<file path="src/rtl/csr_diagonal_first_reorder_assert.svh">
// Assertion macros shared by the reorder block's modules.
`ifndef CSR_DIAGONAL_FIRST_REORDER_ASSERT_SVH
`define CSR_DIAGONAL_FIRST_REORDER_ASSERT_SVH

// Same-cycle implication, disabled during reset.
`define CDFR_ASSERT_NOW(label, clk, rst, ante, cons) \
  label: assert property (@(posedge clk) disable iff (rst) (ante) |-> (cons)) \
    else $error("cdfr assertion failed");

// Next-cycle implication, disabled during reset.
`define CDFR_ASSERT_NEXT(label, clk, rst, ante, cons) \
  label: assert property (@(posedge clk) disable iff (rst) (ante) |=> (cons)) \
    else $error("cdfr assertion failed");

`endif

</file>
<file path="src/rtl/cdfr_pkg.sv">
// Types and constants for the diagonal-first CSR reorder block.
`default_nettype none
package cdfr_pkg;

  // Rows at or above this index are ignored.
  localparam logic [16:0] ROW_COUNT = 17'd65536;
  // Fill count width, covers row buffers up to 63 entries.
  localparam int FILL_W = 6;

  typedef struct packed {
    logic [15:0] row_index;
    logic [15:0] col_index;
    logic [63:0] entry_value;
    logic        has_entry;
    logic        row_last;
  } item_t;

  typedef struct packed {
    logic [15:0] out_col;
    logic [63:0] out_value;
    logic        inserted;
    logic        overflow;
    logic [31:0] running_end;
    logic        last_of_row;
  } result_t;

  // One buffered off-diagonal entry.
  typedef struct packed {
    logic [15:0] col;
    logic [63:0] value;
  } entry_t;

  localparam int ENTRY_W = $bits(entry_t);

  // Finished row handed from the front to the back.
  typedef struct packed {
    logic [15:0]       row;
    logic              diag_seen;
    logic [63:0]       diag_value;
    logic              dropped;
    logic [FILL_W-1:0] fill;
    logic              bank;
  } desc_t;

  typedef enum logic [1:0] {
    BK_IDLE,
    BK_DIAG,
    BK_READ,
    BK_EMIT
  } back_state_t;

endpackage
`default_nettype wire

</file>
<file path="src/rtl/cdfr_front.sv">
// Front end: accepts items, classifies diagonal entries, fills the row bank.
`default_nettype none
`include "csr_diagonal_first_reorder_assert.svh"
module cdfr_front #(
  parameter int MAX_ROW_LEN = 32,
  parameter int IDX_W       = 5
) (
  input  wire logic                  clk,
  input  wire logic                  rst,
  input  wire logic                  push,
  output logic                       full,
  input  wire cdfr_pkg::item_t       item,
  input  wire logic                  row_done,
  output logic                       we,
  output logic [IDX_W:0]             waddr,
  output logic [cdfr_pkg::ENTRY_W-1:0] wdata,
  output logic                       desc_push,
  output cdfr_pkg::desc_t            desc
);
  import cdfr_pkg::*;

  logic [FILL_W-1:0] fill, fill_next;
  logic              diag_seen, diag_seen_next;
  logic [63:0]       diag_value, diag_value_next;
  logic              dropped, dropped_next;
  logic              bank;
  logic [1:0]        rows_out;
  logic              accept, in_range;
  entry_t            wentry;

  // Both banks held by unfinished rows: stall input.
  assign full     = (rows_out == 2'd2);
  assign accept   = push && !full;
  assign in_range = ({1'b0, item.row_index} < ROW_COUNT);

  assign wentry.col   = item.col_index;
  assign wentry.value = item.entry_value;
  assign wdata        = wentry;
  assign waddr        = {bank, fill[IDX_W-1:0]};

  // Classify the item and compute the row state it leaves.
  always_comb begin
    fill_next       = fill;
    diag_seen_next  = diag_seen;
    diag_value_next = diag_value;
    dropped_next    = dropped;
    we              = 1'b0;
    desc_push       = 1'b0;
    if (accept && in_range) begin
      if (item.has_entry) begin
        if ((item.col_index == item.row_index) && !diag_seen) begin
          diag_seen_next  = 1'b1;
          diag_value_next = item.entry_value;
        end else if (fill < FILL_W'(MAX_ROW_LEN)) begin
          we        = 1'b1;
          fill_next = fill + FILL_W'(1);
        end else begin
          dropped_next = 1'b1;
        end
      end
      desc_push = item.row_last;
    end
  end

  assign desc.row        = item.row_index;
  assign desc.diag_seen  = diag_seen_next;
  assign desc.diag_value = diag_value_next;
  assign desc.dropped    = dropped_next;
  assign desc.fill       = fill_next;
  assign desc.bank       = bank;

  // Row state; cleared at each row end.
  always_ff @(posedge clk) begin
    if (rst) begin
      fill       <= '0;
      diag_seen  <= 1'b0;
      diag_value <= '0;
      dropped    <= 1'b0;
      bank       <= 1'b0;
    end else if (desc_push) begin
      fill       <= '0;
      diag_seen  <= 1'b0;
      diag_value <= '0;
      dropped    <= 1'b0;
      bank       <= ~bank;
    end else begin
      fill       <= fill_next;
      diag_seen  <= diag_seen_next;
      diag_value <= diag_value_next;
      dropped    <= dropped_next;
    end
  end

  // Rows handed over but not yet fully drained.
  always_ff @(posedge clk) begin
    if (rst) begin
      rows_out <= '0;
    end else begin
      rows_out <= rows_out + {1'b0, desc_push} - {1'b0, row_done};
    end
  end

  `CDFR_ASSERT_NOW(a_rows_bounded, clk, rst, 1'b1, rows_out <= 2'd2)
  `CDFR_ASSERT_NOW(a_fill_bounded, clk, rst, 1'b1, fill <= FILL_W'(MAX_ROW_LEN))
  `CDFR_ASSERT_NEXT(a_row_cleared, clk, rst, desc_push, (fill == '0) && !diag_seen && !dropped)

endmodule
`default_nettype wire

</file>
<file path="config.mk">
export PLATFORM = sky130hd
export DESIGN_NAME = cdfr_front
export DESIGN_NICKNAME = d
export VERILOG_FILES = /design/src/rtl/cdfr_pkg.sv /design/src/rtl/cdfr_front.sv
export VERILOG_INCLUDE_DIRS = /design/src /design/src/rtl
export SDC_FILE = /design/constraint.sdc
export NUM_CORES = 1
export LEC_CHECK = 0
export ABC_AREA = 1
export BUFFER_PORTS_ARGS = -buffer_cell sky130_fd_sc_hd__buf_2
export CAP_MARGIN = 40
export CORE_AREA = 2 2 110 112
export DETAILED_ROUTE_END_ITERATION = 8
export DIE_AREA = 0 0 112 114
export PLACE_DENSITY = 0.77
export SLEW_MARGIN = 5
export SYNTH_ARGS = -nofsm -noshare
export SYNTH_HDL_FRONTEND = slang
export SYNTH_SLANG_ARGS = --single-unit
</file>
<file path="constraint.sdc">
create_clock -name clk -period 4.3 [get_ports clk]
set_input_delay 1.29 -clock clk [delete_from_list [all_inputs] [get_ports clk]]
set_output_delay 1.29 -clock clk [all_outputs]
set_load 0.03 [all_outputs]
</file>
* Word level (Yosys, flattened, before mapping) *
Index checks and enable logic that the tools add are counted.

cells by class
  add/sub/neg operators = 3
  multipliers = 0
  divide/modulo/power cells = 0
  order comparisons = 1
  eq/ne operators = 2
  shift operators = 0
  multiplexer cells = 19
  bitwise operators = 1
  reduce and logical (&&, ||, !) cells = 5

operators by type and width
  cell                 number
  $mux 64              3
  $mux 6               4
  $eq 16x16->1         1
  $mux 1               12
  $add 6x1->6 const B  1
  $lt 6x6->1 const B   1
  $add 2x1->2          1
  $eq 2x2->1 const B   1
  $logic_and 1x1->1    2
  $logic_not 1->1      2
  $reduce_or 2->1      1
  $sub 2x1->2          1
  $not 1->1            1

word-level totals
  register bits = 75
  latch bits = 0
  bits in writable memories = 0
  memory bits (read-only) = 0
  input bits = 102
  output and inout port bits = 178
  logic and storage cells = 37
  memories = 0

* Logic depth before layout (Yosys ltp) *
Gate-level depths: netlist of the first run.

  word-level depth = 6
  gate-level depth with buffers = 12
  gate-level depth less buffers = 11

* Worst setup path after synthesis of the first run *
OpenSTA, ideal clock, no wires.

  path kind = input-to-output
  start = in item[88] (netlist name)
  end = out desc[25] (netlist name)
  arrival time = 2.443 ns
  data required time = 3.010 ns
  setup slack = 0.567 ns
  stages = 11
  path buffers = 2
  cell sequence = nor2_1 nor2_1 nor2_1 nand2_1 nor2_2 nand4_2 buf_6 buf_6 nand2_1 o21ai_2 inv_1

RTL lines
  item         line              source
  from (decl)  cdfr_front.sv:12  input wire cdfr_pkg::item_t item,
  to (decl)    cdfr_front.sv:18  output cdfr_pkg::desc_t desc

==> results of run 1 <==
critical path: cells and delay by family:
kind | cells | cell delay (ps)
AND/OR/NAND/NOR | 7 | 780
buffers and inverters | 4 | 580
AO/OA/AOI/OAI | 1 | 70
metrics by stage:
stage	instances	utilization, %	power, mW	worst slack (ps)
after floorplan	690	-	0.9835	566.6
after global placement	991	46.72	1.041	257.8
after detailed placement	992	46.89	1.049	219.1
after CTS	1008	49.75	1.895	212.1
after global routing	1008	49.75	1.956	56.45
final	1008	49.75	1.864	203.7
synth_stat cells:
cell type,n
sky130_fd_sc_hd__inv_1,173
sky130_fd_sc_hd__o31ai_1,1
sky130_fd_sc_hd__nand2_1,116
sky130_fd_sc_hd__nand3b_1,1
sky130_fd_sc_hd__xor2_1,1
sky130_fd_sc_hd__nand4_1,2
sky130_fd_sc_hd__nand2_2,4
sky130_fd_sc_hd__nand3_1,9
sky130_fd_sc_hd__ha_1,3
sky130_fd_sc_hd__nand4_2,1
sky130_fd_sc_hd__buf_4,106
sky130_fd_sc_hd__nor2_2,39
sky130_fd_sc_hd__inv_2,3
sky130_fd_sc_hd__nor3_1,1
sky130_fd_sc_hd__or2_1,1
sky130_fd_sc_hd__xnor2_1,1
sky130_fd_sc_hd__buf_6,15
sky130_fd_sc_hd__nor2_1,59
sky130_fd_sc_hd__buf_2,7
sky130_fd_sc_hd__or2_2,1
sky130_fd_sc_hd__a21oi_1,4
sky130_fd_sc_hd__nor3b_1,1
sky130_fd_sc_hd__o21ai_1,4
sky130_fd_sc_hd__o21ai_2,61
sky130_fd_sc_hd__o21ai_0,1
sky130_fd_sc_hd__dfxtp_1,75
routing by layer:
layer  track usage (%)  wire length, um
met1             17.37             4203
met2             26.55             4823
met3             4.835              695
met4             5.528              157
met5                 0                0
cells by family after synthesis:
family / synth area share, %
adders and majority gates: 0.7769
xor gates and xnor gates: 0.3626
buffers and inverters: 34.36
AOI/OAI and AO/OA: 12.14
and+or+nand+nor: 21.28
DFF: 31.07
worst paths after layout:
path | start | end | slack, ps | cells after the start
max | item[88] | desc[49] | 200 | 12
min | dropped$_SDFF_PP0_ | dropped$_SDFF_PP0_ | 450 | 2
max reg2reg | rows_out[1]$_SDFF_PP0_ | diag_value[48]$_SDFF_PP0_ | 2530 | 8
min reg2reg | dropped$_SDFF_PP0_ | dropped$_SDFF_PP0_ | 450 | 2
final cells by class:
cell class	instances	area share, %
Sequential cell	75	25.77
Timing Repair Buffer	283	25.12
Multi-Input combinational cell	311	28.86
Clock inverter	6	1.653
Inverter	176	11.34
Clock buffer	10	4.101
Tap cell	147	3.157
sequential cells by signal (all words and copies together) (netlist names):
| register | count |
|---|---|
| diag_value | 64 |
| fill | 6 |
| rows_out | 2 |
| bank | 1 |
| diag_seen | 1 |
| dropped | 1 |
where the power goes:
part	switching [mW]	internal, mW
sequential	0.00430	0.701
combinational	0.227	0.0981
clock	0.302	0.531
total	0.534	1.33
==> summary.md, run 1 <==
| Metric | Value |
|---|---|
| Run status | `complete, no violations` |
| Maximum number of pins on one net before global-route repair | `slightly below 70` |
| Vias in the first global route | `approximately 3600` |
| Number of distinct library cells after synthesis | `26` |
| CORE AREA | `11710 sq um` |
| Portion of the clock cycle consumed by the worst path in the final layout | `a little over nine tenths` |
| Antenna diode count | `0` |
| Worst-Skew Late Latency | `approximately 340 ps` |
| Buffer count from post-CTS setup fixing | `0` |
| Largest area contributor in the synthesized netlist | `sky130_fd_sc_hd__dfxtp_1` |
| Critical Path Slowest Stage Cell | `sky130_fd_sc_hd__buf_12` |
| Summed negative setup slack over all endpoints | `0 ps` |
| Clk slew on worst S/H paths | `roughly 60 ps` |
| Maximum root-to-sink buffer count | `2` |
| Via total after detailed routing | `between 4000 and 5000` |
| Master cell of the clock root buffer | `sky130_fd_sc_hd__clkbuf_16` |
| Clock tree skew after final layout | `a little over 7 ps` |
| Remaining DRCs | `0` |
| Leading cell type in the layout, fill and taps excluded | `sky130_fd_sc_hd__buf_2` |
| CTS tree | `yes` |
| Area of the mapped netlist | `4832 sq um` |
| Synth warn | `0` |
| Number of violations reported at the end of detailed-routing iteration 0 | `~150` |
| Number of antenna violations at the first check in global routing | `0` |
| # resized after CTS | `0` |
| Cell chain of the critical path | `buf_2, nor2_1, nor2_1, nor2_1, nand2_1, nor2_2, nand4_4, buf_12, nand2_1, o21ai_2, inv_1, buf_2` |
| Avg Vias per Cell | `4.153` |
| Category of the worst setup path capture point | `output port` |
| Number of failing setup endpoints in the final timing report | `0` |
| Initial core utilization | `about two fifths` |
| Net count after synthesis | `795` |
| Post-Layout Inst Area | `about 5800 sq um` |
| Most area-consuming cells after synthesis | `sky130_fd_sc_hd__dfxtp_1 31%, sky130_fd_sc_hd__buf_4 16%, sky130_fd_sc_hd__inv_1 13%, sky130_fd_sc_hd__o21ai_2 11%, sky130_fd_sc_hd__nand2_1 9.0%` |
| Critical path class | `in -> out` |
| Global-route total usage across every layer | `15.13%` |
| H-tree depth | `3` |
| Timing-limited maximum frequency | `roughly 0.24 GHz` |
| Number of instances in the synthesized netlist | `just under 700` |
| Sequential area share after synthesis | `slightly above 30%` |
| Leading cell types in the layout, fill and taps excluded | `279 x sky130_fd_sc_hd__buf_2, 173 x sky130_fd_sc_hd__inv_1, 116 x sky130_fd_sc_hd__nand2_1` |
| Leakage power summed over all cells | `around 3.9 nW` |
| Residual antenna-violating net count after detailed routing | `0` |
| Site row count | `40` |
| Required time reported for the critical path endpoint | `roughly 3000 ps` |
| Number of buffers added by the clock tree synthesis step | `9` |
| Clk sink count | `between 70 and 80` |
| Die outline width | `112 um` |
| Wire length of the first global-routing pass | `around 16000 um` |
| RSZ-0062 raised after global routing | `false` |
| Class of the worst hold path | `reg -> reg` |
| Multi-input logic area | `roughly 1700 sq um` |
| Input/output buffers | `about 280` |
| Placed standard-cell area | `about 5500 sq um` |
| Number of max-slew violations in the final report | `0` |
| Max capacitance violation total | `0` |
| Flip-flop and latch count after synthesis | `75` |
| Grt total ovfl | `0` |
| Synthesized area divided by synthesized cell count | `about 7 sq um` |
| Die area | `~13000 sq um` |
| Filler cells | `about 1200` |
| Area delta synth->final | `20.59%` |
| Detailed Route WL | `a little under 10000 um` |
| Drt first pass iters | `4` |
| Wire length per cell | `a little under 10 um` |
| Final hold vios | `0` |
| Kind of start point of the critical path | `primary input` |
| PD cells | `~320 nW/um^2` |
| Max Fanout on Critical Path | `68` |
| Share of the synthesized area in the top cell type | `between 30% and 40%` |
| Worst slew margin relative to its limit | `between 60 and 70%` |
| Final net count | `approximately 960` |
| Transition at the pin with the smallest max-transition slack | `~540 ps` |
| Worst ir drop on vdd | `213.8 uV` |
| Largest incremental delay on the critical path | `about 220 ps` |
| Post-detailed-placement half-perimeter wirelength | `just under 8000 um` |
| Ports | `280` |
| Register area | `roughly 1500 sq um` |
| Critical Path Most Common Cell | `sky130_fd_sc_hd__nor2_1` |
| # hold bufs at CTS | `0` |
| Min cycle time layout | `just over 4000 ps` |
| Vertical extent of the die | `around 110 um` |
| Worst Path Arrival | `between 2000 and 3000 ps` |
| Post-Route Hold Slack | `between 400 and 500 ps` |
| RePlAce Congestion | `between 0.7 and 0.8` |
| Fraction of final layout cells with drive strength greater than 1 | `47.50%` |
(Power assumes the default switching activity.)
==> run 2, diff against run 1 <==
- ABC_AREA: 1 -> not set
- CORE_AREA: 2 2 110 112 -> 2 2 108 110
- DIE_AREA: 0 0 112 114 -> 0 0 110 112
- PLACE_DENSITY: 0.77 -> 0.8
==> run 2 against run 1 <==
Against the previous run:
- the run now ends with negative setup slack left
- sequential share of layout area fell by 2.7 points
- clock skew increased by 0.83 ps
- fmax decreased by 9.4%
- die area shrank 3.5%
- non-clock buffer count grew 28
- flip-flop and latch count stayed put
- global-route usage increased by 2.2 points
- design area is 12% higher
- sequential power grew 0.6%
- clock power is essentially flat
- routed wire length increased by 14%
- critical path type unchanged
- critical endpoint is now desc[37]
- largest power group unchanged
==> summary.md, run 2 <==
| Metric | Value |
|---|---|
| Run status | `complete, but fails checks` |
| Violations in the final reports | `negative setup slack` |
| Fraction of final layout cells with drive strength greater than 1 | `around half` |
| Transition at the pin with the smallest max-transition slack | `roughly 510 ps` |
| Class of the worst hold path | `reg -> reg` |
| Clock tree skew after final layout | `between 7 and 8 ps` |
| Ports | `280` |
| Antenna diode count | `0` |
| Clk sink count | `75` |
| Largest area contributor in the synthesized netlist | `sky130_fd_sc_hd__dfxtp_1` |
| Final hold vios | `0` |
| Max capacitance violation total | `0` |
| Power, Total | `roughly 1.9 mW` |
| Min cycle time layout | `4523 ps` |
| Input/output buffers | `between 200 and 300` |
| Worst-Skew Late Latency | `~320 ps` |
| Wire length of the first global-routing pass | `around 17000 um` |
| Number of distinct library cells after synthesis | `32` |
| # hold bufs at CTS | `0` |
| Detailed Route WL | `~11000 um` |
| Register area | `around 1500 sq um` |
| Maximum root-to-sink buffer count | `2` |
| Die area | `12320 sq um` |
| Number of antenna violations at the first check in global routing | `0` |
| Grt total ovfl | `0` |
| Wire length per cell | `roughly 13 um` |
| Number of enable flip-flop cells after synthesis | `0` |
| Net count after synthesis | `between 600 and 700` |
| Number of instances on the worst hold path | `2` |
| Number of cells traversed by the worst register-to-register path | `5` |
| Buffer count from post-CTS setup fixing | `0` |
| Leakage power summed over all cells | `roughly 3.2 nW` |
| Number of violations reported at the end of detailed-routing iteration 0 | `roughly 170` |
| Timing-limited maximum frequency | `0.2211 GHz` |
| Die outline width | `roughly 110 um` |
| Clk slew on worst S/H paths | `about 60 ps` |
| Max Fanout on Critical Path | `12` |
| RSZ-0062 raised after global routing | `true` |
| CTS tree | `yes` |
| RePlAce Congestion | `0.7745` |
| Worst-case setup margin in the final layout | `-223.4 ps` |
| Worst slew margin relative to its limit | `roughly two thirds` |
| Register with the highest flop count | `diag_value` |
| Critical path class | `in -> out` |
| Synth cell count leaders | `139 x sky130_fd_sc_hd__nand2_1, 106 x sky130_fd_sc_hd__buf_4, 75 x sky130_fd_sc_hd__dfxtp_1` |
| Number of instances in the synthesized netlist | `550` |
| Final net count | `843` |
| Residual antenna-violating net count after detailed routing | `0` |
| Post-Route Hold Slack | `roughly 450 ps` |
| Kind of start point of the critical path | `primary input` |
| Number of failing setup endpoints in the final timing report | `64` |
| XOR/XNOR share of the synthesized area | `approximately 3.9%` |
| Post-Place Setup Slack | `-397.9 ps` |
| Initial core utilization | `43.97%` |
| Largest registers | `diag_value: 64 flops, fill: 6 flops, rows_out: 2 flops` |
| H-tree depth | `3` |
| Filler cells | `just under 1000` |
| Simple-gate area share of the yosys netlist | `between 10% and 20%` |
| Synthesized area divided by synthesized cell count | `8.934 sq um` |
| Area delta synth->final | `32.29%` |
| Most used flip-flop cell after synthesis | `sky130_fd_sc_hd__dfxtp_1` |
| Leading cell types in the layout, fill and taps excluded | `241 x sky130_fd_sc_hd__buf_2, 139 x sky130_fd_sc_hd__nand2_1, 75 x sky130_fd_sc_hd__dfxtp_1` |
| Category of the worst setup path capture point | `output port` |
| Vertical extent of the die | `around 110 um` |
| Post-detailed-placement half-perimeter wirelength | `about 8300 um` |
| Master cell of the clock root buffer | `sky130_fd_sc_hd__clkbuf_16` |
| Largest family of logic cells by synthesized area | `multiplexers` |
| Multi-input logic area | `around 2500 sq um` |
| Drt first pass iters | `4` |
| Vias in the first global route | `3750` |
| Most common cell in the synthesized netlist | `sky130_fd_sc_hd__nand2_1` |
| Complex-gate fraction of the synthesized area | `roughly 1.6%` |
| Share of the synthesized area in the top cell type | `a little over 30%` |
| Max reg flops | `64` |
| Worst Path Arrival | `between 3000 and 4000 ps` |
| Synth warn | `0` |
| Number of buffers added by the clock tree synthesis step | `9` |
| Via total after detailed routing | `4115` |
| Fraction of registers with async set or reset after synthesis | `0%` |
| Required time reported for the critical path endpoint | `roughly 3000 ps` |
| Adder and majority cell fraction of the synthesized area | `less than 1%` |
| Worst ir drop on vdd | `210.3 uV` |
| Global-route total usage across every layer | `approximately 17%` |
| Post-Layout Inst Area | `6500 sq um` |
| PD cells | `about 300 nW/um^2` |
| CORE AREA | `11170 sq um` |
| Portion of the clock cycle consumed by the worst path in the final layout | `105.2%` |
| Avg Vias per Cell | `between 4 and 5` |
| Leading cell type in the layout, fill and taps excluded | `sky130_fd_sc_hd__buf_2` |
| Maximum number of pins on one net before global-route repair | `83` |
| Site row count | `39` |
| Area of the mapped netlist | `just under 5000 sq um` |
| Remaining DRCs | `0` |
| Number of max-slew violations in the final report | `0` |
| Portion of netlist area occupied by mux cells | `between 20% and 30%` |
| Layout Utilization | `approximately 58%` |
| Sequential area share after synthesis | `30.56%` |
| Most area-consuming cells after synthesis | `sky130_fd_sc_hd__dfxtp_1 31%, sky130_fd_sc_hd__buf_4 16%, sky130_fd_sc_hd__mux2_1 15%, sky130_fd_sc_hd__mux2i_1 14%, sky130_fd_sc_hd__nand2_1 11%` |
| Placed standard-cell area | `between 5000 and 6000 sq um` |
| Flip-flop and latch count after synthesis | `75` |
[run 2: worst paths after layout]
path                                from                         to  slack [ps]
setup / recovery                item[93]                   desc[37]        -220
hold / removal        dropped$_SDFF_PP0_         dropped$_SDFF_PP0_         450
setup reg to reg  rows_out[0]$_SDFF_PP0_  diag_value[62]$_SDFF_PP0_        2400
hold reg to reg       dropped$_SDFF_PP0_         dropped$_SDFF_PP0_         450
[run 2: repair_timing]
item / in CTS / in global routing
pin swaps: 0 / 1
resized for setup: 94 / 7
setup endpoints to repair: 66 / 67
cloned: 0 / 0
[run 2: area by class of cell]
type | count | share of cell area [%]
multi-input cells | 335 | 38.92
well taps | 143 | 2.753
repair buffers | 311 | 29.82
clock buffers | 9 | 3.465
inverters | 6 | 0.3465
clock inverters | 5 | 1.598
flip-flops and latches | 75 | 23.10
[run 2: kinds of logic (layout without fill, tap and decap cells)]
kind of cell | after synthesis | count (layout)
buf+inv | 140 | 331
flops | 75 | 75
compound gates | 13 | 13
mux | 133 | 133
fa+ha+maj | 3 | 3
xor+xnor | 22 | 22
simple gates | 164 | 164
[run 2: layer usage]
metal	up-vias	track usage, %	share of wire (%)
met5	-	0	0
met4	0	5.485	1.3
li1	2083	-	-
met3	14	3.981	6.2
met2	152	31.94	53
met1	1866	19.20	40
[run 2: metrics by stage]
step	TNS, ps	std cells
after floorplan	0	550
after global placement	-21740	870
after detailed placement	-23300	870
after CTS	-15700	884
after global routing	-21180	884
final	-11400	884
[run 2: critical path, stage by stage]
cell and delay, ps:
sky130_fd_sc_hd__buf_6 90, sky130_fd_sc_hd__xor2_1 150, sky130_fd_sc_hd__nor4_1 280, sky130_fd_sc_hd__buf_4 160
sky130_fd_sc_hd__nand4_1 160, sky130_fd_sc_hd__nor3_4 200, sky130_fd_sc_hd__buf_12 190, sky130_fd_sc_hd__buf_4 180
sky130_fd_sc_hd__mux2_1 350, sky130_fd_sc_hd__buf_2 190
[run 2: power by group]
part           switching (mW)  internal [mW]  leakage, nW
Clock                   0.275          0.560        0.161
Combinational           0.250          0.119         2.39
Sequential            0.00614          0.703        0.605
Total                   0.531           1.38         3.15
==> run 3, diff against run 2 <==
- ABC_AREA: not set -> 1
- CORE_AREA: 2 2 108 110 -> 2 2 110 112
- DIE_AREA: 0 0 110 112 -> 0 0 112 114
- PLACE_DENSITY: 0.8 -> 0.77
- clock period: 4.3 -> 5.6 ns (I/O delays scaled with it)
==> run 3 against run 2 <==
Against the previous run:
- count of clock-buffer cells in the layout up 1
- sequential share of layout area up 2.5 points
- final cell count up 15%
- highest routed layer unchanged
- sequential power down 24%
- largest cell class unchanged
- worst setup slack better by 650 ps
- the run now ends clean
- total power down 25%
==> summary.md, run 3 (same netlist as run 1, synthesis figures left out) <==
| Metric | Value |
|---|---|
| Worst-Skew Late Latency | `340 ps` |
| Critical Path Slowest Stage Cell | `sky130_fd_sc_hd__nand4_4` |
| # hold bufs at CTS | `0` |
| Number of cells traversed by the worst register-to-register path | `7` |
| CTS tree | `yes` |
| # resized after CTS | `0` |
| Transition at the pin with the smallest max-transition slack | `slightly above 500 ps` |
| Global-route total usage across every layer | `15.12%` |
| Via total after detailed routing | `roughly 4200` |
| Fraction of final layout cells with drive strength greater than 1 | `47.87%` |
| Maximum number of pins on one net before global-route repair | `56` |
| Antenna diode count | `0` |
| RePlAce Congestion | `about 0.78` |
| Cell family with the largest share of critical-path delay | `simple AND/OR/NAND/NOR gates` |
| Kind of start point of the critical path | `primary input` |
| Drt first pass iters | `4` |
| Buffer count from post-CTS setup fixing | `0` |
| Max capacitance violation total | `0` |
| Site row count | `40` |
| PD cells | `about 240 nW/um^2` |
| Number of buffers added by the clock tree synthesis step | `9` |
| Avg Vias per Cell | `~4` |
| Max reg flops | `64` |
| Die outline width | `112 um` |
| Remaining DRCs | `0` |
| Ports | `280` |
| Residual antenna-violating net count after detailed routing | `0` |
| Initial core utilization | `around two fifths` |
| Area delta synth->final | `21.52%` |
| Number of instances on the worst hold path | `2` |
| Vertical extent of the die | `around 110 um` |
| Final hold vios | `0` |
| RSZ-0062 raised after global routing | `false` |
| Number of failing setup endpoints in the final timing report | `0` |
| Critical Path Most Common Cell | `sky130_fd_sc_hd__nor2_1` |
| Wire length of the first global-routing pass | `about 16000 um` |
| Maximum root-to-sink buffer count | `2` |
| CORE AREA | `~12000 sq um` |
| Input/output buffers | `279` |
| Die area | `12770 sq um` |
| Worst ir drop on vdd | `between 150 and 200 uV` |
| Run status | `complete, no violations` |
| Required time reported for the critical path endpoint | `between 3000 and 4000 ps` |
| Placed standard-cell area | `approximately 5500 sq um` |
| Leading cell types in the layout, fill and taps excluded | `279 x sky130_fd_sc_hd__buf_2, 173 x sky130_fd_sc_hd__inv_1, 116 x sky130_fd_sc_hd__nand2_1` |
| Vias in the first global route | `roughly 3500` |
| Max Fanout on Critical Path | `55` |
| Critical path class | `in -> out` |
| Number of antenna violations at the first check in global routing | `0` |
| Clock tree skew after final layout | `9.523 ps` |
| Leading cell type in the layout, fill and taps excluded | `sky130_fd_sc_hd__buf_2` |
| Depth of the critical timing path with buffers and inverters included | `12` |
| Number of violations reported at the end of detailed-routing iteration 0 | `190` |
| Worst-case setup margin in the final layout | `427.5 ps` |
| Largest registers | `diag_value: 64 flops, fill: 6 flops, rows_out: 2 flops` |
| Number of buffers and inverters on the critical path | `4` |
| Post-Place Setup Slack | `between 400 and 500 ps` |
| Leakage power summed over all cells | `about 3.9 nW` |
| Class of the worst hold path | `reg -> reg` |
| Post-Layout Inst Area | `about 5900 sq um` |
| Grt total ovfl | `0` |
| Register with the highest flop count | `diag_value` |
| Worst Path Arrival | `approximately 3500 ps` |
| Number of max-slew violations in the final report | `0` |
| Post-detailed-placement half-perimeter wirelength | `approximately 8000 um` |
| Final net count | `between 900 and 1000` |
| Layout Utilization | `about half` |
| Portion of the clock cycle consumed by the worst path in the final layout | `92.37%` |
| Timing-limited maximum frequency | `roughly 0.19 GHz` |
| Cell chain of the critical path | `buf_2, nor2_1, nor2_1, nor2_1, nand2_1, nor2_2, nand4_4, buf_12, nand2_1, o21ai_2, inv_1, buf_2` |
| Min cycle time layout | `about 5200 ps` |
| Category of the worst setup path capture point | `output port` |
| Master cell of the clock root buffer | `sky130_fd_sc_hd__clkbuf_16` |
| Summed negative setup slack over all endpoints | `0 ps` |
| Largest incremental delay on the critical path | `~390 ps` |
| Detailed Route WL | `10040 um` |
| Clk slew on worst S/H paths | `60 ps` |
| Worst slew margin relative to its limit | `around 66%` |
| Clk sink count | `75` |
| H-tree depth | `3` |
| Wire length per cell | `9.903 um` |
[run 3: changes by cell type in the layout (fill, tap and decap cells not counted), moves of 5 or more]
cell and delta:
sky130_fd_sc_hd__buf_2 +38, sky130_fd_sc_hd__buf_4 -22, sky130_fd_sc_hd__buf_6 -35, sky130_fd_sc_hd__inv_1 +167
sky130_fd_sc_hd__mux2_1 -37, sky130_fd_sc_hd__mux2_4 -27, sky130_fd_sc_hd__mux2i_1 -68, sky130_fd_sc_hd__nand2_1 -23
sky130_fd_sc_hd__nand2b_1 -5, sky130_fd_sc_hd__nor2_1 +57, sky130_fd_sc_hd__nor2_2 +39, sky130_fd_sc_hd__o21ai_2 +61
sky130_fd_sc_hd__xor2_1 -19
[run 3: cell type report]
| type | instances | area (sq um) |
|---|---|---|
| clock buffers | 10 | 239.0 |
| repair buffers | 289 | 1509 |
| inverters | 176 | 660.6 |
| well taps | 147 | 183.9 |
| fillers | 1171 | 5839 |
| clock inverters | 6 | 96.34 |
| multi-input cells | 311 | 1682 |
| flip-flops and latches | 75 | 1501 |
[run 3: per-stage QoR]
step	hold WS, ps	power, mW	std cells
after global routing	498.6	1.501	1014
after detailed placement	450.6	0.8065	998
after global placement	443.0	0.8007	997
after floorplan	435.9	0.7552	690
final	454.9	1.437	1014
after CTS	458.6	1.457	1014
[run 3: worst reg2reg max path, stage by stage (launching register included)]
cell and delay (ps):
sky130_fd_sc_hd__dfxtp_1 290, sky130_fd_sc_hd__inv_1 110, sky130_fd_sc_hd__o21ai_2 80, sky130_fd_sc_hd__nor2_2 170, sky130_fd_sc_hd__nand4_4 400, sky130_fd_sc_hd__buf_12 360, sky130_fd_sc_hd__o21ai_1 210, sky130_fd_sc_hd__nor2_1 70
[run 3: final timing paths]
check | from | end | slack, ps
worst max-delay path | item[83] | desc[53] | 430
worst min register to register | dropped$_SDFF_PP0_ | dropped$_SDFF_PP0_ | 450
worst max register to register | rows_out[1]$_SDFF_PP0_ | diag_value[63]$_SDFF_PP0_ | 3790
worst min-delay path | dropped$_SDFF_PP0_ | dropped$_SDFF_PP0_ | 450
[run 3: report_power, final]
group	switching (mW)	internal [mW]
logic	0.175	0.0762
registers	0.00332	0.538
clock network	0.237	0.408
[run 3: layer usage]
layer  up-vias  part of all wire [%]  wire (um)  track usage [%]
li1       2226                     -          -                -
met1      1789                    42       4243            18.02
met2       134                    50       4972            26.26
met3        11                   6.7        670            3.560
met4         0                   1.6        157            6.341
met5         -                     0          0                0
